`config.mk`:
```
export PLATFORM = sky130hd
export DESIGN_NAME = battery_charge_gauge
export DESIGN_NICKNAME = d
export VERILOG_FILES = /design/src/rtl/core/bcg_pkg.sv /design/src/rtl/core/bcg_front.sv /design/src/rtl/core/bcg_back.sv /design/src/rtl/core/battery_charge_gauge.sv
export SDC_FILE = /design/constraint.sdc
export NUM_CORES = 1
export LEC_CHECK = 0
export ABC_AREA = 0
export BUFFER_PORTS_ARGS = -buffer_cell sky130_fd_sc_hd__buf_2
export CORE_ASPECT_RATIO = 1.1
export CORE_MARGIN = 2
export CORE_UTILIZATION = 55
export CTS_CLUSTER_SIZE = 20
export DETAILED_ROUTE_END_ITERATION = 10
export PLACE_DENSITY = 0.75
export SLEW_MARGIN = 40
export SYNTH_ARGS = -nofsm -noshare
export SYNTH_HDL_FRONTEND = slang
export SYNTH_HIERARCHICAL = 1
export SYNTH_SLANG_ARGS = --single-unit
```
`constraint.sdc`:
```
create_clock -name clk -period 15.85 [get_ports clk]
set_input_delay 0 -clock clk [delete_from_list [all_inputs] [get_ports clk]]
set_output_delay 0 -clock clk [all_outputs]
set_load 0.05 [all_outputs]
```
`src/rtl/core/bcg_pkg.sv`:
```
`default_nettype none
// ----------------------------------------------------------------------------
// Battery charge gauge package
// Shared types, codes and the constant threshold and anchor tables.
// ----------------------------------------------------------------------------
package bcg_pkg;

    // Width of the part of an ADC word that is used.
    localparam int SAMPLE_BITS = 16;

    // Item codes carried on func.
    typedef enum logic [1:0] {
        OP_SAMPLE = 2'd0,
        OP_PINS   = 2'd1,
        OP_POLL   = 2'd2,
        OP_QUERY  = 2'd3
    } bcg_op_t;

    // Charger state codes.
    localparam logic [1:0] CHG_CHARGING    = 2'd0;
    localparam logic [1:0] CHG_FULL        = 2'd1;
    localparam logic [1:0] CHG_DISCHARGING = 2'd2;
    localparam logic [1:0] CHG_MISSING     = 2'd3;

    // Configuration register indexes.
    localparam logic [1:0] REG_WINDOW_SAMPLES   = 2'd0;
    localparam logic [1:0] REG_LOW_DOMAIN_LIMIT = 2'd1;
    localparam logic [1:0] REG_SNAP_THRESHOLD   = 2'd2;
    localparam logic [1:0] REG_STEP_SIZE        = 2'd3;

    // Back end sequencer states.
    typedef enum logic [2:0] {
        ST_IDLE,
        ST_AVG_DIV,
        ST_LVL_SETUP,
        ST_LVL_DIV,
        ST_FINISH
    } bcg_state_t;

    // One classified word as held in the queue; pin levels already inverted.
    typedef struct packed {
        bcg_op_t     op;
        logic [15:0] sample;
        logic        supply_ok;
        logic        charging;
    } bcg_word_t;

    // Head of the queue as seen by the back end.
    typedef struct packed {
        logic      valid;
        bcg_word_t word;
    } bcg_queue_out_t;

    // Threshold tables: sel[1] high domain, sel[0] charging context.
    function automatic logic [15:0] bcg_table(input logic [1:0] sel, input logic [2:0] k);
        logic [15:0] v;
        v = 16'h0000;
        case (sel)
            2'd0:
            begin
                case (k)
                    3'd0: v = 16'h29a5;
                    3'd1: v = 16'h29c5;
                    3'd2: v = 16'h2cb5;
                    3'd3: v = 16'h2dcf;
                    3'd4: v = 16'h2f86;
                    default: v = 16'h0000;
                endcase
            end
            2'd1:
            begin
                case (k)
                    3'd0: v = 16'h2a62;
                    3'd1: v = 16'h2a81;
                    3'd2: v = 16'h2d71;
                    3'd3: v = 16'h2e8c;
                    3'd4: v = 16'h3043;
                    default: v = 16'h0000;
                endcase
            end
            2'd2:
            begin
                case (k)
                    3'd0: v = 16'h8f28;
                    3'd1: v = 16'h8f94;
                    3'd2: v = 16'h99af;
                    3'd3: v = 16'h9d79;
                    3'd4: v = 16'ha35e;
                    default: v = 16'h0000;
                endcase
            end
            default:
            begin
                case (k)
                    3'd0: v = 16'h95e5;
                    3'd1: v = 16'h9651;
                    3'd2: v = 16'ha06c;
                    3'd3: v = 16'ha436;
                    3'd4: v = 16'haa1b;
                    default: v = 16'h0000;
                endcase
            end
        endcase
        return v;
    endfunction

    // Percent anchors of the piecewise-linear curve.
    function automatic logic [6:0] bcg_anchor(input logic [2:0] k);
        logic [6:0] v;
        case (k)
            3'd0: v = 7'd0;
            3'd1: v = 7'd1;
            3'd2: v = 7'd6;
            3'd3: v = 7'd18;
            3'd4: v = 7'd45;
            3'd5: v = 7'd100;
            default: v = 7'd0;
        endcase
        return v;
    endfunction

    // Charger state from active-high power good and charging flags.
    function automatic logic [1:0] bcg_charger_state(input logic pg, input logic ch);
        logic [1:0] v;
        if (pg)
        begin
            v = ch ? CHG_CHARGING : CHG_FULL;
        end
        else
        begin
            v = ch ? CHG_MISSING : CHG_DISCHARGING;
        end
        return v;
    endfunction

endpackage
`default_nettype wire

```
`src/rtl/core/bcg_front.sv`:
```
`default_nettype none
// ----------------------------------------------------------------------------
// Battery charge gauge front end
// Accepts input words, classifies them and holds them in a two-entry queue.
// ----------------------------------------------------------------------------
module bcg_front
    import bcg_pkg::*;
(
    input  wire logic           clk,
    input  wire logic           rst_n,
    input  wire logic           in_valid,
    output logic                in_stall,
    input  wire logic [1:0]     func,
    input  wire logic [15:0]    adc_sample,
    input  wire logic           pgood_pin,
    input  wire logic           chg_pin,
    output bcg_queue_out_t      q_out,
    input  wire logic           q_pop
);

    bcg_word_t  q_mem_reg [2];
    logic       wr_ptr_reg;
    logic       wr_ptr_next;
    logic       rd_ptr_reg;
    logic       rd_ptr_next;
    logic [1:0] count_reg;
    logic [1:0] count_next;
    logic       push;
    bcg_word_t  word_in;

    // Classify the incoming word: decode the code, keep the used sample bits
    // and turn the active-low pins into active-high flags.
    always_comb
    begin
        word_in.op        = bcg_op_t'(func);
        word_in.sample    = 16'(adc_sample[SAMPLE_BITS-1:0]);
        word_in.supply_ok = ~pgood_pin;
        word_in.charging  = ~chg_pin;
    end

    // The queue stalls the sender only when both entries are taken.
    assign in_stall = (count_reg == 2'd2);
    assign push     = in_valid && !in_stall;

    assign q_out.valid = (count_reg != 2'd0);
    assign q_out.word  = q_mem_reg[rd_ptr_reg];

    // Pointer and fill count update.
    always_comb
    begin
        wr_ptr_next = push ? ~wr_ptr_reg : wr_ptr_reg;
        rd_ptr_next = q_pop ? ~rd_ptr_reg : rd_ptr_reg;
        count_next  = count_reg;
        if (push && !q_pop)
        begin
            count_next = count_reg + 2'd1;
        end
        else if (!push && q_pop)
        begin
            count_next = count_reg - 2'd1;
        end
    end

    always_ff @(posedge clk or negedge rst_n)
    begin
        if (!rst_n)
        begin
            wr_ptr_reg <= 1'b0;
            rd_ptr_reg <= 1'b0;
            count_reg  <= 2'd0;
        end
        else
        begin
            wr_ptr_reg <= wr_ptr_next;
            rd_ptr_reg <= rd_ptr_next;
            count_reg  <= count_next;
        end
    end

    // Queue storage needs no reset.
    always_ff @(posedge clk)
    begin
        if (push)
        begin
            q_mem_reg[wr_ptr_reg] <= word_in;
        end
    end

endmodule
`default_nettype wire

```
`src/rtl/core/bcg_back.sv`:
```
`default_nettype none
// ----------------------------------------------------------------------------
// Battery charge gauge back end
// Carries out queued words: window averaging, floor tracking, interpolation
// through a shared iterative divider, UI slewing and the result register.
// ----------------------------------------------------------------------------
module bcg_back
    import bcg_pkg::*;
(
    input  wire logic           clk,
    input  wire logic           rst_n,
    input  wire bcg_queue_out_t q_out,
    output logic                q_pop,
    input  wire logic           cfg_valid,
    output logic                cfg_ready,
    input  wire logic [1:0]     cfg_index,
    input  wire logic [15:0]    cfg_data,
    output logic                out_valid,
    input  wire logic           out_stall,
    output logic [1:0]          charger_state,
    output logic [6:0]          level_percent,
    output logic [6:0]          ui_percent,
    output logic [15:0]         floor_value,
    output logic [15:0]         window_average,
    output logic                restart_conversion,
    output logic                stop_conversion
);

    // Sequencer and configuration.
    bcg_state_t  state_reg, state_next;
    logic [3:0]  win_reg, win_next;
    logic [15:0] limit_reg, limit_next;
    logic [6:0]  snap_reg, snap_next;
    logic [6:0]  step_reg, step_next;

    // Gauge state.
    logic        supply_ok_reg, supply_ok_next;
    logic        charging_reg, charging_next;
    logic        settle_reg, settle_next;
    logic        rst_pend_reg, rst_pend_next;
    logic        avg_valid_reg, avg_valid_next;
    logic [3:0]  count_reg, count_next;
    logic [19:0] sum_reg, sum_next;
    logic [15:0] raw_avg_reg, raw_avg_next;
    logic [15:0] floor_reg, floor_next;
    logic        ui_init_reg, ui_init_next;
    logic [1:0]  ui_state_reg, ui_state_next;
    logic [6:0]  ui_level_reg, ui_level_next;

    // Item in progress.
    bcg_op_t     op_reg, op_next;
    logic        restart_reg, restart_next;
    logic        stop_reg, stop_next;
    logic [6:0]  base_reg, base_next;
    logic [6:0]  level_reg, level_next;

    // Shared divider.
    logic [15:0] div_rem_reg, div_rem_next;
    logic [15:0] div_quo_reg, div_quo_next;
    logic [15:0] div_den_reg, div_den_next;
    logic [4:0]  div_left_reg, div_left_next;
    logic [16:0] div_part;
    logic [17:0] div_diff;
    logic        div_geq;
    logic [15:0] div_rem_step;
    logic [15:0] div_quo_step;

    // Result register.
    logic        out_valid_reg, out_valid_next;
    logic [1:0]  out_state_reg, out_state_next;
    logic [6:0]  out_level_reg, out_level_next;
    logic [6:0]  out_ui_reg, out_ui_next;
    logic [15:0] out_floor_reg, out_floor_next;
    logic [15:0] out_avg_reg, out_avg_next;
    logic        out_restart_reg, out_restart_next;
    logic        out_stop_reg, out_stop_next;

    // Combinational helpers.
    logic        slot_free;
    logic        cfg_wr;
    logic [3:0]  win_eff;
    logic [19:0] sum_acc;
    logic [3:0]  count_inc;
    logic [1:0]  st_now;
    logic [1:0]  tsel;
    logic [15:0] t_first, t_second, t_third, t_fourth, t_last;
    logic [1:0]  seg;
    logic [15:0] seg_lo, seg_hi, span, offset;
    logic [6:0]  seg_lp, seg_hp;
    logic [5:0]  gap;
    logic [21:0] product;
    logic [15:0] avg_new;
    logic signed [8:0] delta, snap_s, step_s, slew;

    assign cfg_ready = 1'b1;
    assign cfg_wr    = cfg_valid && cfg_ready;
    assign slot_free = !out_valid_reg || !out_stall;

    // One restoring division step: a quotient bit per cycle.
    assign div_part     = {div_rem_reg, div_quo_reg[15]};
    assign div_diff     = {1'b0, div_part} - {2'b00, div_den_reg};
    assign div_geq      = !div_diff[17];
    assign div_rem_step = div_geq ? div_diff[15:0] : div_part[15:0];
    assign div_quo_step = {div_quo_reg[14:0], div_geq};

    // Window bookkeeping for a kept sample.
    assign win_eff   = (win_reg == 4'd0) ? 4'd1 : win_reg;
    assign sum_acc   = sum_reg + 20'(q_out.word.sample);
    assign count_inc = count_reg + 4'd1;
    assign avg_new   = div_quo_step;

    // Table lookup and segment search on the current floor.
    assign st_now   = bcg_charger_state(supply_ok_reg, charging_reg);
    assign tsel     = {(floor_reg >= limit_reg),
                       ((st_now == CHG_CHARGING) || (st_now == CHG_FULL))};
    assign t_first  = bcg_table(tsel, 3'd0);
    assign t_second = bcg_table(tsel, 3'd1);
    assign t_third  = bcg_table(tsel, 3'd2);
    assign t_fourth = bcg_table(tsel, 3'd3);
    assign t_last   = bcg_table(tsel, 3'd4);

    always_comb
    begin
        if (floor_reg <= t_second)
        begin
            seg = 2'd0;
        end
        else if (floor_reg <= t_third)
        begin
            seg = 2'd1;
        end
        else if (floor_reg <= t_fourth)
        begin
            seg = 2'd2;
        end
        else
        begin
            seg = 2'd3;
        end
    end

    assign seg_lo  = bcg_table(tsel, {1'b0, seg});
    assign seg_hi  = bcg_table(tsel, {1'b0, seg} + 3'd1);
    assign seg_lp  = bcg_anchor({1'b0, seg} + 3'd1);
    assign seg_hp  = bcg_anchor({1'b0, seg} + 3'd2);
    assign span    = seg_hi - seg_lo;
    assign offset  = floor_reg - seg_lo;
    assign gap     = 6'(seg_hp - seg_lp);
    assign product = offset * gap;

    // Signed view of the UI step decision.
    assign delta  = $signed({2'b00, level_reg}) - $signed({2'b00, ui_level_reg});
    assign snap_s = $signed({2'b00, snap_reg});
    assign step_s = $signed({2'b00, step_reg});

    // Next state and datapath.
    always_comb
    begin
        state_next       = state_reg;
        win_next         = win_reg;
        limit_next       = limit_reg;
        snap_next        = snap_reg;
        step_next        = step_reg;
        supply_ok_next   = supply_ok_reg;
        charging_next    = charging_reg;
        settle_next      = settle_reg;
        rst_pend_next    = rst_pend_reg;
        avg_valid_next   = avg_valid_reg;
        count_next       = count_reg;
        sum_next         = sum_reg;
        raw_avg_next     = raw_avg_reg;
        floor_next       = floor_reg;
        ui_init_next     = ui_init_reg;
        ui_state_next    = ui_state_reg;
        ui_level_next    = ui_level_reg;
        op_next          = op_reg;
        restart_next     = restart_reg;
        stop_next        = stop_reg;
        base_next        = base_reg;
        level_next       = level_reg;
        div_rem_next     = div_rem_reg;
        div_quo_next     = div_quo_reg;
        div_den_next     = div_den_reg;
        div_left_next    = div_left_reg;
        out_valid_next   = out_valid_reg;
        out_state_next   = out_state_reg;
        out_level_next   = out_level_reg;
        out_ui_next      = out_ui_reg;
        out_floor_next   = out_floor_reg;
        out_avg_next     = out_avg_reg;
        out_restart_next = out_restart_reg;
        out_stop_next    = out_stop_reg;
        q_pop            = 1'b0;
        slew             = 9'sd0;

        // Configuration writes.
        if (cfg_wr)
        begin
            case (cfg_index)
                REG_WINDOW_SAMPLES:   win_next   = cfg_data[3:0];
                REG_LOW_DOMAIN_LIMIT: limit_next = cfg_data;
                REG_SNAP_THRESHOLD:   snap_next  = cfg_data[6:0];
                REG_STEP_SIZE:        step_next  = cfg_data[6:0];
                default:              win_next   = win_reg;
            endcase
        end

        // A delivered result frees the output register.
        if (out_valid_reg && !out_stall)
        begin
            out_valid_next = 1'b0;
        end

        case (state_reg)
            ST_IDLE:
            begin
                if (q_out.valid && slot_free)
                begin
                    q_pop        = 1'b1;
                    op_next      = q_out.word.op;
                    restart_next = 1'b0;
                    stop_next    = 1'b0;
                    state_next   = ST_LVL_SETUP;
                    case (q_out.word.op)
                        OP_SAMPLE:
                        begin
                            if (settle_reg)
                            begin
                                settle_next  = 1'b0;
                                restart_next = 1'b1;
                            end
                            else if (count_inc >= win_eff)
                            begin
                                // Window complete: divide the sum by the count.
                                sum_next      = 20'd0;
                                count_next    = 4'd0;
                                div_rem_next  = {12'd0, sum_acc[19:16]};
                                div_quo_next  = sum_acc[15:0];
                                div_den_next  = {12'd0, count_inc};
                                div_left_next = 5'd16;
                                state_next    = ST_AVG_DIV;
                            end
                            else
                            begin
                                sum_next   = sum_acc;
                                count_next = count_inc;
                            end
                        end
                        OP_PINS:
                        begin
                            if ((q_out.word.supply_ok != supply_ok_reg) ||
                                (q_out.word.charging != charging_reg))
                            begin
                                rst_pend_next = 1'b1;
                            end
                            supply_ok_next = q_out.word.supply_ok;
                            charging_next  = q_out.word.charging;
                        end
                        OP_POLL:
                        begin
                            settle_next = 1'b1;
                        end
                        default:
                        begin
                            settle_next = settle_reg;
                        end
                    endcase
                end
            end

            ST_AVG_DIV:
            begin
                div_rem_next  = div_rem_step;
                div_quo_next  = div_quo_step;
                div_left_next = div_left_reg - 5'd1;
                if (div_left_reg == 5'd1)
                begin
                    // Publish the average and let the floor follow it.
                    raw_avg_next = avg_new;
                    if (!avg_valid_reg || (avg_new <= floor_reg) || rst_pend_reg)
                    begin
                        floor_next = avg_new;
                    end
                    rst_pend_next  = 1'b0;
                    avg_valid_next = 1'b1;
                    stop_next      = 1'b1;
                    state_next     = ST_LVL_SETUP;
                end
            end

            ST_LVL_SETUP:
            begin
                state_next = ST_FINISH;
                if (st_now == CHG_MISSING)
                begin
                    level_next = 7'd0;
                end
                else if (floor_reg <= t_first)
                begin
                    level_next = bcg_anchor(3'd0);
                end
                else if (floor_reg > t_last)
                begin
                    level_next = bcg_anchor(3'd5);
                end
                else if (seg_hi <= seg_lo)
                begin
                    level_next = seg_lp;
                end
                else
                begin
                    // Quotient is below 64, so six steps are enough.
                    base_next     = seg_lp;
                    div_rem_next  = product[21:6];
                    div_quo_next  = {product[5:0], 10'd0};
                    div_den_next  = span;
                    div_left_next = 5'd6;
                    state_next    = ST_LVL_DIV;
                end
            end

            ST_LVL_DIV:
            begin
                div_rem_next  = div_rem_step;
                div_quo_next  = div_quo_step;
                div_left_next = div_left_reg - 5'd1;
                if (div_left_reg == 5'd1)
                begin
                    level_next = base_reg + {1'b0, div_quo_step[5:0]};
                    state_next = ST_FINISH;
                end
            end

            ST_FINISH:
            begin
                // UI percent update for a query.
                if ((op_reg == OP_QUERY) && avg_valid_reg)
                begin
                    if (!ui_init_reg || (st_now != ui_state_reg))
                    begin
                        ui_init_next  = 1'b1;
                        ui_state_next = st_now;
                        ui_level_next = level_reg;
                    end
                    else if (st_now == CHG_MISSING)
                    begin
                        ui_level_next = 7'd0;
                    end
                    else if (st_now == CHG_FULL)
                    begin
                        ui_level_next = level_reg;
                    end
                    else if ((st_now == CHG_DISCHARGING) && (delta > 9'sd0))
                    begin
                        ui_level_next = ui_level_reg;
                    end
                    else if ((delta >= snap_s) || (delta <= -snap_s))
                    begin
                        ui_level_next = level_reg;
                    end
                    else
                    begin
                        slew = $signed({2'b00, ui_level_reg});
                        if (delta > 9'sd0)
                        begin
                            slew = slew + step_s;
                        end
                        else if (delta < 9'sd0)
                        begin
                            slew = slew - step_s;
                        end
                        if (slew < 9'sd0)
                        begin
                            ui_level_next = 7'd0;
                        end
                        else if (slew > 9'sd100)
                        begin
                            ui_level_next = 7'd100;
                        end
                        else
                        begin
                            ui_level_next = slew[6:0];
                        end
                    end
                end

                // Load the result register.
                out_valid_next   = 1'b1;
                out_state_next   = st_now;
                out_level_next   = level_reg;
                out_ui_next      = ui_level_next;
                out_floor_next   = floor_reg;
                out_avg_next     = raw_avg_reg;
                out_restart_next = restart_reg;
                out_stop_next    = stop_reg;
                state_next       = ST_IDLE;
            end

            default:
            begin
                state_next = ST_IDLE;
            end
        endcase
    end

    // Control and gauge state registers.
    always_ff @(posedge clk or negedge rst_n)
    begin
        if (!rst_n)
        begin
            state_reg      <= ST_IDLE;
            win_reg        <= 4'd9;
            limit_reg      <= 16'h4000;
            snap_reg       <= 7'd5;
            step_reg       <= 7'd1;
            supply_ok_reg  <= 1'b0;
            charging_reg   <= 1'b0;
            settle_reg     <= 1'b0;
            rst_pend_reg   <= 1'b0;
            avg_valid_reg  <= 1'b0;
            count_reg      <= 4'd0;
            sum_reg        <= 20'd0;
            raw_avg_reg    <= 16'd0;
            floor_reg      <= 16'd0;
            ui_init_reg    <= 1'b0;
            ui_state_reg   <= 2'd0;
            ui_level_reg   <= 7'd0;
            div_left_reg   <= 5'd0;
            out_valid_reg  <= 1'b0;
        end
        else
        begin
            state_reg      <= state_next;
            win_reg        <= win_next;
            limit_reg      <= limit_next;
            snap_reg       <= snap_next;
            step_reg       <= step_next;
            supply_ok_reg  <= supply_ok_next;
            charging_reg   <= charging_next;
            settle_reg     <= settle_next;
            rst_pend_reg   <= rst_pend_next;
            avg_valid_reg  <= avg_valid_next;
            count_reg      <= count_next;
            sum_reg        <= sum_next;
            raw_avg_reg    <= raw_avg_next;
            floor_reg      <= floor_next;
            ui_init_reg    <= ui_init_next;
            ui_state_reg   <= ui_state_next;
            ui_level_reg   <= ui_level_next;
            div_left_reg   <= div_left_next;
            out_valid_reg  <= out_valid_next;
        end
    end

    // Payload registers.
    always_ff @(posedge clk)
    begin
        op_reg          <= op_next;
        restart_reg     <= restart_next;
        stop_reg        <= stop_next;
        base_reg        <= base_next;
        level_reg       <= level_next;
        div_rem_reg     <= div_rem_next;
        div_quo_reg     <= div_quo_next;
        div_den_reg     <= div_den_next;
        out_state_reg   <= out_state_next;
        out_level_reg   <= out_level_next;
        out_ui_reg      <= out_ui_next;
        out_floor_reg   <= out_floor_next;
        out_avg_reg     <= out_avg_next;
        out_restart_reg <= out_restart_next;
        out_stop_reg    <= out_stop_next;
    end

    assign out_valid          = out_valid_reg;
    assign charger_state      = out_state_reg;
    assign level_percent      = out_level_reg;
    assign ui_percent         = out_ui_reg;
    assign floor_value        = out_floor_reg;
    assign window_average     = out_avg_reg;
    assign restart_conversion = out_restart_reg;
    assign stop_conversion    = out_stop_reg;

endmodule
`default_nettype wire

```
`src/rtl/core/battery_charge_gauge.sv`:
```
`default_nettype none
// ----------------------------------------------------------------------------
// Battery charge gauge
// Windowed ADC averaging, floor tracking, charger state and UI percent.
// ----------------------------------------------------------------------------
// Input words (func, adc_sample, pgood_pin, chg_pin) are taken on in_valid
// when in_stall is low; one result word follows every input word, in order,
// on out_valid, and is held while out_stall is high.
// Configuration registers are written through cfg_valid/cfg_index/cfg_data;
// cfg_ready is always high. Write them only while the block is idle.
// A word that needs no division goes from ST_IDLE through ST_LVL_SETUP to
// ST_FINISH; a six-step divide is added when the floor lies inside a table
// segment, and when a sample closes a window a sixteen-step divide of the sum
// by the count comes first, then the interpolation divide if it is needed.
// Both divides share one one-bit-per-cycle restoring divider in the back end,
// and the back end takes a new word only when it has finished the last one.
// A two-word queue separates the front end from the back end, so input words
// keep being taken while a result waits; when the queue is full in_stall rises.
// Reset clears all gauge state, empties the queue and loads the default
// register values; in_stall is low out of reset, so input words are taken at once.
// ----------------------------------------------------------------------------
module battery_charge_gauge
    import bcg_pkg::*;
(
    input  wire logic        clk,
    input  wire logic        rst_n,
    input  wire logic        in_valid,
    output logic             in_stall,
    input  wire logic [1:0]  func,
    input  wire logic [15:0] adc_sample,
    input  wire logic        pgood_pin,
    input  wire logic        chg_pin,
    output logic             out_valid,
    input  wire logic        out_stall,
    output logic [1:0]       charger_state,
    output logic [6:0]       level_percent,
    output logic [6:0]       ui_percent,
    output logic [15:0]      floor_value,
    output logic [15:0]      window_average,
    output logic             restart_conversion,
    output logic             stop_conversion,
    input  wire logic        cfg_valid,
    output logic             cfg_ready,
    input  wire logic [1:0]  cfg_index,
    input  wire logic [15:0] cfg_data
);

    bcg_queue_out_t q_out;
    logic           q_pop;

    // Front end: accept, classify, queue.
    bcg_front u_front (
        .clk        (clk),
        .rst_n      (rst_n),
        .in_valid   (in_valid),
        .in_stall   (in_stall),
        .func       (func),
        .adc_sample (adc_sample),
        .pgood_pin  (pgood_pin),
        .chg_pin    (chg_pin),
        .q_out      (q_out),
        .q_pop      (q_pop)
    );

    // Back end: execute and deliver results.
    bcg_back u_back (
        .clk                (clk),
        .rst_n              (rst_n),
        .q_out              (q_out),
        .q_pop              (q_pop),
        .cfg_valid          (cfg_valid),
        .cfg_ready          (cfg_ready),
        .cfg_index          (cfg_index),
        .cfg_data           (cfg_data),
        .out_valid          (out_valid),
        .out_stall          (out_stall),
        .charger_state      (charger_state),
        .level_percent      (level_percent),
        .ui_percent         (ui_percent),
        .floor_value        (floor_value),
        .window_average     (window_average),
        .restart_conversion (restart_conversion),
        .stop_conversion    (stop_conversion)
    );

`ifndef SYNTHESIS
    // The back end only takes a word that the queue actually holds.
    a_pop_needs_word: assert property (@(posedge clk) disable iff (!rst_n)
        q_pop |-> q_out.valid)
        else $error("queue popped while empty");

    // A discarded settle sample never publishes an average.
    a_restart_stop_excl: assert property (@(posedge clk) disable iff (!rst_n)
        out_valid |-> !(restart_conversion && stop_conversion))
        else $error("restart and stop in the same result");

    // A missing battery reads as zero percent.
    a_missing_zero: assert property (@(posedge clk) disable iff (!rst_n)
        (out_valid && (charger_state == CHG_MISSING)) |-> (level_percent == 7'd0))
        else $error("nonzero level with battery missing");

    // Percentages stay within range.
    a_pct_range: assert property (@(posedge clk) disable iff (!rst_n)
        out_valid |-> ((level_percent <= 7'd100) && (ui_percent <= 7'd100)))
        else $error("percent out of range");
`endif

endmodule
`default_nettype wire

```
==> results of run 1 <==
[cell usage after synthesis, drive strengths merged, types with 45 or more instances]
master and number:
nand2b 45, xnor2 62, edfxtp 155, mux2 80
dfrtp 112, a21o 49, fa 65, clkbuf 54
o21ai 120, nand2 170, nor2 149, a21oi 121
ha 224, inv 230
[metrics by stage]
stage | utilization (%) | cells | hold WS [ns] | cell area [um^2]
floorplan | - | 2133 | -0.2956 | 21100
global placement | 58.15 | 2686 | 0.1132 | 22100
detailed placement | 58.31 | 2689 | 0.1012 | 22160
CTS | 61.87 | 2789 | 0.01988 | 23520
global route | 61.90 | 2789 | 0.08167 | 23530
finish | 61.91 | 2790 | 0.001376 | 23530
[layout make-up]
| class | count | area [um^2] | area share, % |
|---|---|---|---|
| flip-flops and latches | 273 | 7615 | 32.37 |
| clock inverters | 18 | 122.6 | 0.5212 |
| repair buffers | 165 | 1146 | 4.871 |
| diodes | 1 | 2.502 | 0.01064 |
| multi-input cells | 1564 | 12370 | 52.57 |
| inverters | 233 | 874.6 | 3.717 |
| well taps | 500 | 625.6 | 2.659 |
| clock buffers | 36 | 772.0 | 3.281 |
[critical path, delay by kind of cell, from the launching register on]
family / cells / cell delay [ns]
compound gates: 23 / 4.85
xor+xnor: 2 / 0.49
fa+ha+maj: 9 / 4.12
buf+inv: 7 / 1.67
flops: 1 / 0.40
mux: 1 / 0.17
simple gates: 11 / 2.11
[logic make-up (layout without fill, tap and decap cells)]
group                    count (synthesis)  count (layout)
AO/OA/AOI/OAI                          519             519
XOR/XNOR                                91              91
adder cells (fa/ha/maj)                293             293
buffers and inverters                  296             452
flip-flops                             273             273
multiplexers                            91              91
other                                    1               2
AND/OR/NAND/NOR                        569             569
[placed cells by master, fill, tap and decap left out, types with 9 or more instances in the layout]
cell type	n
xor2_1	29
buf_2	93
mux2_2	61
nor3_1	23
buf_4	24
o21bai_1	12
nand4_1	17
xnor2_1	61
a211o_1	9
a221oi_1	9
mux2_4	19
a22o_1	19
inv_1	228
and3_1	10
nand2b_1	43
a21o_1	49
nor2_1	146
o21a_1	20
o22ai_1	19
and2_1	24
o21ai_0	114
edfxtp_1	155
a31oi_1	11
or2_2	20
nand2_1	169
dlygate4sd3_1	46
ha_1	223
nor2b_1	30
a21oi_1	120
nand3_1	28
mux2i_1	11
o31ai_1	11
dfrtp_1	112
fa_1	65
o211ai_1	17
or3_1	10
a211oi_1	10
clkbuf_16	29
[how the worst max path moves through the flow]
stage	from	slack (ns)	cells after the start	to
floorplan	u_back/floor_reg[0]	4.02	54	u_back/div_rem_reg[11]
global route	u_back/floor_reg[0]	0.71	53	u_back/div_rem_reg[13]
detailed placement	u_back/floor_reg[0]	2.09	55	u_back/div_rem_reg[13]
finish	u_back/floor_reg[0]	1.76	53	u_back/div_rem_reg[13]
global placement	u_back/floor_reg[0]	2.42	53	u_back/div_rem_reg[13]
CTS	u_back/floor_reg[0]	1.97	53	u_back/div_rem_reg[13]
[per-layer routing]
layer | part of all wire, % | wire (um)
met4 | 4.6 | 2582
met1 | 43 | 24290
met5 | 0 | 0
met3 | 5.3 | 2988
met2 | 47 | 26690
[repair_timing]
item	4_1_cts	5_1_grt
hold buffers	46	0
endpoints found under the hold margin	130	0
endpoints found under the setup margin	0	0
==> metrics.csv, run 1 <==
metric,value,unit
status,"finished, final reports clean",
"Reg clk slew, reported paths",0.07,ns
die height,209.4,um
DRT antenna net count,0,
largest net degree at the start of global routing,55,
Post-Synthesis Cell Area,21100,um^2
"Seq/Total Area, Yosys",36.10,%
Final Max Tran Viols,0,
met1 GRT Util,38.05,%
Post-Syn Nets,2465,
GRT Residual Overflow,0,
FF-to-FF Start,u_back/floor_reg[0],
top cell type by total area after synthesis,edfxtp_1,
Synth Area in Compound Gates,16.68,%
initial antenna violation count,0,
R2R cell count,53,
CTS sink cnt,273,
CP peak stage delay,0.66,ns
Mapped Cells,2133,
Ys Warns,6,
count of flip-flops with a built-in enable after synthesis,155,
RR Endpoint,u_back/div_rem_reg[13],
DR WL/cell,20.27,um
floorplan row count,75,
Hold Crit Class,primary input to async pin,
Synth Register Bits,273,
Vias,16730,
TritonCTS clock tree,yes,
Slew HR,41.48,%
first-pass GRT wire length,90580,um
Final Skew,0.009072,ns
RSZ-0062 raised after global routing,no,
Setup TNS,0,ns
ys async rst share,43.22,%
H-Tree Depth,1,
drt initial violations,1251,
Reg2Reg Setup Slack,1.76,ns
achievable frequency,70.97,MHz
max reg flops,40,
Via density,5.996,
layer with the highest usage,met2,
total of max-cap violations,0,
number of I/O port buffers,94,
synthesized-area fraction occupied by adder cells,19.66,%
synth-to-layout area growth,11.53,%
period utilization,88.90,%
"Primary FF master, synth",edfxtp_1,
Least-Margin Pin Slew,0.8779,ns
Nets,2598,
I/O pin count,96,
clk buf depth,3,
post-CTS setup buffers,0,
worst setup path category,flop to flop,
Clock Root Buffer,clkbuf_16,
"Clk Latency, worst-skew pair",0.58,ns
final worst slack,1.760,ns
"top cells by area, synth","edfxtp_1 22%, dfrtp_1 13%, ha_1 13%, fa_1 6.2%, inv_1 4.1%",
multiplexer share of the synthesized area,5.130,%
xor/xnor share of the synthesized area,3.814,%
starting density of the core,55.51,%
arrival time at the worst endpoint,14.39,ns
syn avg cell area,9.890,um^2
vias in the first global route,16910,
post-CTS sizing,0,
die area,39940,um^2
CP max stage cell,ha_1,
Die W,190.7,um
crit path launch type,flop,
crit end category,flop,
"Req. time, crit path",16.15,ns
GR met2 Demand/Resource,47.87,%
top cell type's share of synthesized area,22.06,%
dpl hpwl,42340,um
CTS Buf Count,29,
drt pass-1 iters,5,
DRC,0,
Synth Area in Simple Gates,13.17,%
Final Hold Violating Endpoints,0,
met3 GRT Util,3.278,%
maximum fanout along the worst path,20,
# fillers,3060,
GP Congestion,0.9254,
Synth cell types,101,
GRT Util Overall,28.77,%
fin crit period,14.09,ns
main combinational cell family by area after synthesis,adder cells,
core box area,38010,um^2
count of final setup violators,0,
WL final,56550,um
pre-CTS setup slack,2.094,ns
layout cells sized above 1,13.32,%
Power of run 1 is left out: the tool's default activity adds up to more than one toggle a clock period on the data nets, which glitch-free logic cannot reach.
==> run 2, diff against run 1 <==
--- a/config.mk
+++ b/config.mk
@@ -7,7 +7,7 @@
 export LEC_CHECK = 0
 export ABC_AREA = 0
 export BUFFER_PORTS_ARGS = -buffer_cell sky130_fd_sc_hd__buf_2
-export CORE_ASPECT_RATIO = 1.1
+export CORE_ASPECT_RATIO = 0.8
 export CORE_MARGIN = 2
 export CORE_UTILIZATION = 55
 export CTS_CLUSTER_SIZE = 20
==> constraint.sdc (replaced) <==
create_clock -name clk -period 17.75 [get_ports clk]
set_input_delay 0 -clock clk [delete_from_list [all_inputs] [get_ports clk]]
set_output_delay 0 -clock clk [all_outputs]
set_load 0.05 [all_outputs]
==> run 2 against run 1 <==
Net effect:
- the flow now finishes with violations (negative hold slack)
- die area is essentially flat
- clock skew is 0.033 ns higher
- routed wire length increased by 5.1%
- global-route usage grew 1.1 points
- utilization is essentially flat
- setup slack gained 1.2 ns
- highest routed layer unchanged
==> metrics.csv, run 2 (synthesized netlist as in run 1, its figures left out) <==
metric,value,unit,change
number of I/O port buffers,94,,unchanged
RR Endpoint,u_back/div_rem_reg[13],,
met1 GRT Util,43.87,%,+5.8 points
GRT Util Overall,29.91,%,+1.1 points
floorplan row count,64,,-15%
Clock Root Buffer,clkbuf_16,,
core box area,38040,um^2,about the same
drt pass-1 iters,6,,+1
synth-to-layout area growth,11.64,%,about the same
failing checks,negative hold slack,,
GRT Residual Overflow,0,,unchanged
Hold Crit Class,primary input to async pin,,
Slew HR,39.94,%,-1.5 points
Die W,223.0,um,+17%
clk buf depth,3,,unchanged
Vias,17090,,+2.2%
"Req. time, crit path",18.06,ns,+1.91 ns
WL final,59420,um,+5.1%
Least-Margin Pin Slew,0.8984,ns,+0.02056 ns
DRC,0,,unchanged
"Reg clk slew, reported paths",0.06,ns,about the same
total of max-cap violations,0,,unchanged
layer with the highest usage,met2,,
Nets,2592,,-0.23%
arrival time at the worst endpoint,15.09,ns,+0.70 ns
vias in the first global route,16500,,-2.4%
die height,179.2,um,-14%
"most common cell after layout, fill and taps aside",inv_1,,
crit path launch type,flop,,
Setup TNS,0,ns,unchanged
max reg flops,40,,unchanged
# fillers,3035,,-0.82%
GP Congestion,0.9622,,+4.0%
FF-to-FF Start,u_back/floor_reg[0],,
fin crit period,14.78,ns,+0.6871 ns
Reg2Reg Setup Slack,2.97,ns,+1.21 ns
RSZ-0062 raised after global routing,no,,
GR met2 Demand/Resource,44.58,%,-3.3 points
post-CTS setup buffers,0,,unchanged
post-CTS sizing,0,,unchanged
initial antenna violation count,0,,unchanged
Via density,6.152,,+2.6%
CTS Buf Count,28,,-3.4%
achievable frequency,67.67,MHz,-4.6%
layout cells sized above 1,13.23,%,-0.091 points
I/O pin count,96,,unchanged
die area,39950,um^2,about the same
CP max stage cell,nand3_1,,
period utilization,83.25,%,-5.6 points
largest net degree at the start of global routing,65,,+18%
met3 GRT Util,5.211,%,+1.9 points
Final Hold Violating Endpoints,42,,+42
Final Max Tran Viols,0,,unchanged
DRT antenna net count,0,,unchanged
CTS sink cnt,273,,unchanged
maximum fanout along the worst path,20,,unchanged
dpl hpwl,44420,um,+4.9%
Final Skew,0.04193,ns,+0.03286 ns
H-Tree Depth,1,,unchanged
count of final setup violators,0,,unchanged
most frequent cells in the layout,"228 x inv_1, 224 x ha_1, 168 x nand2_1",,
TritonCTS clock tree,yes,,
CP peak stage delay,0.66,ns,about the same
"Clk Latency, worst-skew pair",0.60,ns,+0.02 ns
worst setup path category,flop to flop,,
drt initial violations,1560,,+25%
R2R cell count,53,,unchanged
hold slack,-0.03210,ns,-0.03348 ns
status,finished with violations,,
DR WL/cell,21.39,um,+5.5%
crit end category,flop,,
first-pass GRT wire length,92840,um,+2.5%
starting density of the core,55.46,%,about the same
-- run 2: how the worst max path moves through the flow --
stage | start | end | slack (ns) | cells past startpoint
6_report | u_back/floor_reg[0] | u_back/div_rem_reg[13] | 2.97 | 53
5_1_grt | u_back/floor_reg[0] | u_back/div_rem_reg[13] | 2.10 | 53
4_1_cts | u_back/floor_reg[0] | u_back/div_rem_reg[13] | 3.28 | 53
3_5_place_dp | u_back/floor_reg[0] | u_back/div_rem_reg[13] | 3.33 | 52
3_3_place_gp | u_back/floor_reg[0] | u_back/div_rem_reg[13] | 3.99 | 52
2_1_floorplan | u_back/floor_reg[0] | u_back/div_rem_reg[11] | 5.92 | 54
-- run 2: final cells by class --
type                            instances  area, um^2  share of cell area, %
Clock inverter                          8       117.6                 0.4994
Multi-Input combinational cell       1564       12370                  52.53
Clock buffer                           44       863.3                  3.666
Sequential cell                       273        7615                  32.33
Tap cell                              495       619.3                  2.630
Inverter                              233       874.6                  3.714
Timing Repair Buffer                  160        1086                  4.612
Antenna cell                            1       2.502                0.01063
-- run 2: repair_timing --
action	4_1_cts	5_1_grt
hold buffers	44	0
hold endpoints to repair	131	0
endpoints found under the setup margin	0	0
-- run 2: per-layer routing --
metal	vias up	share of wire (%)
met2	694	42
met1	8410	46
met4	0	3.5
li1	7849	-
met3	136	8.1
met5	-	0
-- run 2: worst max-delay path: cells and delay by family, from the launching register on --
family          cells  cell delay [ns]
compound gates     24             4.74
xor+xnor            2             0.59
fa+ha+maj           9             4.13
buf+inv             6             1.67
flops               1             0.40
mux                 1             0.14
simple gates       11             2.82
-- run 2: stage by stage --
step / setup slack [ns] / hold WS [ns] / util [%] / std cells / instance area (um^2)
3_3_place_gp: 3.991 / 0.1044 / 58.06 / 2680 / 22080
3_5_place_dp: 3.334 / 0.1199 / 58.14 / 2681 / 22110
4_1_cts: 3.280 / 0.04985 / 61.88 / 2777 / 23540
5_1_grt: 2.096 / 0.004153 / 61.91 / 2777 / 23550
2_1_floorplan: 5.919 / -0.2956 / - / 2133 / 21100
6_report: 2.973 / -0.03210 / 61.91 / 2778 / 23550
Power of run 2 is left out for the same reason.
